<file path="config.mk">
export PLATFORM = sky130hd
export DESIGN_NAME = lobt_ctrl
export DESIGN_NICKNAME = d
export VERILOG_FILES = /design/src/hdl/lobt_pkg.sv /design/src/hdl/lobt_ctrl.sv
export SDC_FILE = /design/constraint.sdc
export NUM_CORES = 1
export LEC_CHECK = 0
export ABC_AREA = 1
export ABC_CLOCK_PERIOD_IN_PS = 900
export BUFFER_PORTS_ARGS = -buffer_cell sky130_fd_sc_hd__buf_2
export CORE_AREA = 3 3 40 42
export DETAILED_ROUTE_END_ITERATION = 8
export DIE_AREA = 0 0 43 45
export PLACE_DENSITY = 0.48
export SYNTH_ARGS = -nofsm -noshare
export SYNTH_HDL_FRONTEND = slang
export SYNTH_SLANG_ARGS = --single-unit
</file>
<file path="constraint.sdc">
create_clock -name clk_i -period 0.9 [get_ports clk_i]
set_input_delay 0.09 -clock clk_i [delete_from_list [all_inputs] [get_ports clk_i]]
set_output_delay 0.09 -clock clk_i [all_outputs]
set_load 0.01 [all_outputs]
</file>
<file path="src/hdl/lobt_pkg.sv">
// Package: status codes, operation codes, controller states, and slot, command and status structs.
package lobt_pkg;

  typedef enum logic [1:0] {
    OP_ADD    = 2'd0,
    OP_MODIFY = 2'd1,
    OP_DELETE = 2'd2,
    OP_LOOKUP = 2'd3
  } op_e;

  typedef enum logic [2:0] {
    ST_OK        = 3'd0,
    ST_INVALID   = 3'd1,
    ST_DUP       = 3'd2,
    ST_NOT_FOUND = 3'd3,
    ST_FULL      = 3'd4
  } status_e;

  typedef enum logic [2:0] {
    S_IDLE,
    S_SCAN1,
    S_APPLY,
    S_SCAN2,
    S_DONE
  } state_e;

  // one table entry as stored in the slot memory
  typedef struct packed {
    logic [31:0] id;
    logic [31:0] price;
    logic [30:0] qty;
    logic        side;
  } slot_t;

  // controller -> datapath
  typedef struct packed {
    logic load;       // capture request
    logic scan1_clr;  // reset scan pointer, clear match and free flags
    logic scan1_en;   // step identifier / free-slot scan
    logic apply;      // write table
    logic scan2_clr;  // reset best-price scan
    logic scan2_en;   // step best-price scan
    logic reply;      // drive result strobe
  } cmd_t;

  // datapath -> controller
  typedef struct packed {
    logic scan1_last;
    logic scan2_last;
  } stat_t;

endpackage

</file>
<file path="src/hdl/lobt_ctrl.sv">
// Controller state machine: sequences capture, lookup scan, table update, best-price scan, reply.
module lobt_ctrl (
  input  logic               clk_i,
  input  logic               rst_ni,
  input  logic               start_i,
  input  lobt_pkg::stat_t    stat_i,
  output lobt_pkg::cmd_t     cmd_o,
  output logic               busy_o
);

  lobt_pkg::state_e state_q, state_d;

  always_ff @(posedge clk_i or negedge rst_ni) begin
    if (!rst_ni) state_q <= lobt_pkg::S_IDLE;
    else         state_q <= state_d;
  end

  always_comb begin
    state_d = state_q;
    cmd_o   = '0;
    busy_o  = 1'b1;
    unique case (state_q)
      lobt_pkg::S_IDLE: begin
        busy_o = 1'b0;
        if (start_i) begin
          cmd_o.load      = 1'b1;
          cmd_o.scan1_clr = 1'b1;
          state_d         = lobt_pkg::S_SCAN1;
        end
      end
      lobt_pkg::S_SCAN1: begin
        cmd_o.scan1_en = 1'b1;
        if (stat_i.scan1_last) state_d = lobt_pkg::S_APPLY;
      end
      lobt_pkg::S_APPLY: begin
        cmd_o.apply     = 1'b1;
        cmd_o.scan2_clr = 1'b1;
        state_d         = lobt_pkg::S_SCAN2;
      end
      lobt_pkg::S_SCAN2: begin
        cmd_o.scan2_en = 1'b1;
        if (stat_i.scan2_last) state_d = lobt_pkg::S_DONE;
      end
      lobt_pkg::S_DONE: begin
        cmd_o.reply = 1'b1;
        state_d     = lobt_pkg::S_IDLE;
      end
      default: state_d = lobt_pkg::S_IDLE;
    endcase
  end

endmodule

</file>
* Yosys cells after proc, flatten, opt, wreduce, memory -nomap -nowiden
Cells that the tools add are included.
Word-level totals: register bits after elaboration 3, bits of input ports 5, output and inout port bits 8, logic and storage cells 21
Cells by class: equality and inequality tests 7, muxes and demuxes 11, reductions and logical operators 2
Operators with widths (number):
- $pmux 3 s4 | 1
- $mux 3 | 3
- $eq 3x2->1 const B | 2
- $mux 2 | 3
- $ne 2x2->1 const B | 3
- $mux 1 | 4
- $eq 3x1->1 const B | 1
- $eq 3x3->1 const B | 1
- $logic_not 3->1 | 1
- $reduce_and 3->1 | 1

* Longest topological paths before layout
depth in word-level cells 3, depth in mapped cells 5, gate-level depth less buffers 5

* Least setup slack after synthesis
Ideal clock, no wire load.
path kind register to output, from register state_q[0], to output port cmd_o[6] (netlist bit), arrival 1.048 ns, data required time 0.810 ns, setup slack -0.238 ns, stages on the path, launching flop included 5, buffers on the path 1, cells stage by stage dfrtp_1 nor2_2 nand2_1 nor2_1 buf_4
RTL lines:
- start, declared | RTL line lobt_ctrl.sv:11 | lobt_pkg::state_e state_q, state_d;
- start signal, assigned | RTL line lobt_ctrl.sv:14 | if (!rst_ni) state_q <= lobt_pkg::S_IDLE;
- start signal, assigned | RTL line lobt_ctrl.sv:15 | else state_q <= state_d;
- end, declared | RTL line lobt_ctrl.sv:7 | output lobt_pkg::cmd_t cmd_o,

==> run summary <==
The full die area came out at 0.00194 mm2. The worst supply voltage drop on vdd came out at 0.833 mV. The ratio of total power to cell area came out at 3600 mW/mm2. The final worst-path cycle share came out at 134%.

The share of total power in sequential cells came out at 20.1%. Synthesis produced a netlist with a net count of 38. The root buffer cell chosen for the clock tree is sky130_fd_sc_hd__clkbuf_4. The number of instances in the placed design is 58. The vertical die dimension came out at 45 um. The initial utilization of the core area, before any placement, comes to 17.0%. The antenna diode count came out at 0. The run finished, with violations left. The count of placed standard cells in the final layout, fillers left out came out at 68.

The required time of the critical path is 0.81 ns. The routed wire length per instance came out at 8.06 um. In this run the core area contains 13 standard-cell rows.

The detailed-route via count came out at 260. The maximum number of pins on one net before global-route repair came out at 7. The area added between synthesis and finish came out at 81.7%.

The number of max-slew violations in the final report came to 0. The HPWL after detailed placement is 395 um. The reported net switching power is 0.617 mW. The number of failing hold endpoints at the final stage came out at 0. The critical path in this run is classified as flop to output pin. The startpoint identified for the worst hold timing path is stat_i[0]. Along the worst path, the maximum fanout reaches 4. At the worst endpoint, the arrival time is 1.11 ns.

The core area came out at 0.00128 mm2. The final sum of negative setup slack is -2.87 ns. The congestion estimate from routability-driven global placement came to 0.645.

The type of destination of the critical path is an output pin. The count of mapped cells out of synthesis came out at 33. The first routing iteration left 2 violations.

The first-pass GRT wire length is 966 um. The internal power of the cells totals 0.814 mW. The clock tree skew after final layout came out at 0.00706 ns. The number of antenna violations at the first check in global routing came out at 0. The count of fill cells added during filler insertion came out at 152.

The largest registers in the layout are state_q x3. After global routing the overflow that remains totals 0. The share of power burned in combinational logic is 62.8%. Headroom to the max-slew limit came out at 89.4%. Buffers placed on the I/O ports in this run total 12.

For the worst-skew pair, the clock arrives at the later sink with an insertion delay of 0.24 ns. The post-route DRC violation count came out at 0. The share of the yosys chip area belonging to registers came out at 34.3%.

The sequential standard cell area came out at 78.8 um2. The total I/O pin count came out at 13. The worst min-delay path class is primary input to flop. The worst setup path is launched from a flop.

At the end of the flow, the number of nets in the layout was 59. The smallest setup slack after layout is -0.305 ns. The leakage power figure is 0.234 nW. The x dimension of the die came out at 43 um. The level count of the clock H-tree came out at 1. The area taken by multi-input logic gates came out at 116 um2.

The overall routed net length came out at 548 um. Setup repair after global routing could not meet its margin everywhere. In this run the worst setup path begins at state_q[2]$_DFFE_PN0P_.

Summing every instance area after synthesis gives 219 um2. The ratio of cells with drive above 1 in the final layout came out at 60.4%. TritonCTS built the clock tree. The CTS buffer count came out at 3. The number of flip-flops under the largest register name came out at 3. The upper clock frequency limit is 0.830 GHz.

The number of detailed-routing iterations run before antenna repair is 2. The number of vias per cell after detailed routing is 3.82. The final number of setup-violating endpoints came out at 11. The total placed instance area is 305 um2. The number of maximum-capacitance violations came out at 0. The number of register bits inferred by synthesis is 3.

The remaining antenna violation count after routing is 0. The number of buffers between clock root and the deepest sink came out at 2. A synthesized cell averages 6.64 um2. The number of clock sinks is 3. The number of synthesis warnings is 0. The via count of the first global-routing pass came out at 248. The register with the most flip-flops in the final layout is state_q.

After routing the design area is 398 um2. The net switching share of the total power is 43.1%. The clock transition at the register clock pins on the worst setup and hold paths after CTS is 0.04 ns. The final reports fail on negative setup slack. The startpoint identified for the worst register-to-register timing path is state_q[2]$_DFFE_PN0P_. Across every metal layer, demand over resource in global routing totals 7.26%.

The clock period minus final worst setup slack came out at 1.20 ns. The pin slew with the least headroom to its limit is 0.159 ns. The number of distinct library cell variants in the gate-level netlist after synthesis is 11.

The share of power burned in the clock network is 17.1%.
## cell usage after synthesis
cell type,instances,area [um2]
sky130_fd_sc_hd__inv_1,10,37.5
sky130_fd_sc_hd__dfrtp_1,3,75.1
sky130_fd_sc_hd__o21ai_2,1,8.76
sky130_fd_sc_hd__nand2_1,7,26.3
sky130_fd_sc_hd__nor3_2,1,10.0
sky130_fd_sc_hd__nor2_1,2,7.51
sky130_fd_sc_hd__nand3_1,3,15.0
sky130_fd_sc_hd__nor3_1,1,5.00
sky130_fd_sc_hd__nand4_1,2,12.5
sky130_fd_sc_hd__nor2_2,1,6.26
sky130_fd_sc_hd__buf_4,2,15.0
## per-layer routing
| metal | wire length (um) | share of wire [%] | vias to the layer above | GRT usage [%] |
|---|---|---|---|---|
| met5 | 0 | 0 | - | 0 |
| met4 | 0 | 0 | 0 | 7.23 |
| met2 | 270 | 49 | 8 | 10.8 |
| li1 | - | - | 140 | - |
| met1 | 231 | 42 | 112 | 7.28 |
| met3 | 46 | 8.4 | 0 | 3.59 |
## layout by cell type, fill, tap and decap left out
| master | n |
|---|---|
| sky130_fd_sc_hd__nor2_2 | 1 |
| sky130_fd_sc_hd__clkbuf_1 | 1 |
| sky130_fd_sc_hd__inv_1 | 9 |
| sky130_fd_sc_hd__nand2_2 | 2 |
| sky130_fd_sc_hd__buf_6 | 2 |
| sky130_fd_sc_hd__nand3_1 | 2 |
| sky130_fd_sc_hd__dfrtp_2 | 3 |
| sky130_fd_sc_hd__nand4_1 | 2 |
| sky130_fd_sc_hd__nand3_2 | 1 |
| sky130_fd_sc_hd__buf_2 | 10 |
| sky130_fd_sc_hd__nor3_1 | 1 |
| sky130_fd_sc_hd__nor3_2 | 1 |
| sky130_fd_sc_hd__nand2_1 | 5 |
| sky130_fd_sc_hd__inv_2 | 1 |
| sky130_fd_sc_hd__dlygate4sd3_1 | 1 |
| sky130_fd_sc_hd__nor2_4 | 2 |
| sky130_fd_sc_hd__o21ai_2 | 1 |
| sky130_fd_sc_hd__clkbuf_4 | 3 |
| sky130_fd_sc_hd__buf_4 | 5 |
## layout make-up
type                    instances  share of cell area (%)
repair buffers                 18                    30.2
clock buffers                   4                    6.60
inverters                      10                    9.43
well taps                      15                    4.72
flip-flops and latches          3                    19.8
multi-input cells              18                    29.2
## kinds of logic after synthesis
group	after synthesis	synth area share, %
simple gates	17	37.7
compound gates	1	4.00
buf+inv	12	24.0
flops	3	34.3
## worst max-delay path, cell delays in order, from the launching register on
cell and delay [ns]:
sky130_fd_sc_hd__dfrtp_2 0.43, sky130_fd_sc_hd__nor2_4 0.15, sky130_fd_sc_hd__nand2_2 0.09, sky130_fd_sc_hd__nor2_4 0.10, sky130_fd_sc_hd__buf_6 0.11
## power groups by stage
| stage | logic [mW] | registers (mW) | clock network (mW) |
|---|---|---|---|
| after floorplan | 0.527 | 0.267 | 0 |
| after global placement | 0.673 | 0.289 | 0 |
| after detailed placement | 0.675 | 0.289 | 0 |
| after CTS | 0.875 | 0.277 | 0.256 |
| after global routing | 0.999 | 0.305 | 0.263 |
| final | 0.899 | 0.288 | 0.244 |
## through the flow
step	total power, mW	utilization, %	hold WS, ns	setup slack (ns)
2_1_floorplan	0.793	-	-0.206	-0.123
3_3_place_gp	0.963	23.8	-0.111	-0.112
3_5_place_dp	0.964	23.8	-0.109	-0.113
4_1_cts	1.41	30.0	0.111	-0.314
5_1_grt	1.57	31.0	0.120	-0.371
6_report	1.43	31.0	0.118	-0.305
## path summary, 6_finish.rpt
| kind | end | slack (ns) | cells after the start |
|---|---|---|---|
| min in group asynchronous | state_q[0]$_DFFE_PN0P_ | 0.17 | 2 |
| max | cmd_o[5] | -0.30 | 4 |
| min reg2reg | state_q[2]$_DFFE_PN0P_ | 0.66 | 3 |
| min | state_q[2]$_DFFE_PN0P_ | 0.12 | 3 |
| max in group asynchronous | state_q[2]$_DFFE_PN0P_ | 0.60 | 2 |
| max reg2reg | state_q[1]$_DFFE_PN0P_ | -0.24 | 6 |
## repair_timing
item,CTS,global route
gates resized for setup,3,3
setup buffers,4,1
hold buffers,1,0
setup endpoints to repair,11,11
pin swaps,4,2
hold endpoints to repair,3,0
Note: power is estimated with default switching activity, not from simulation.
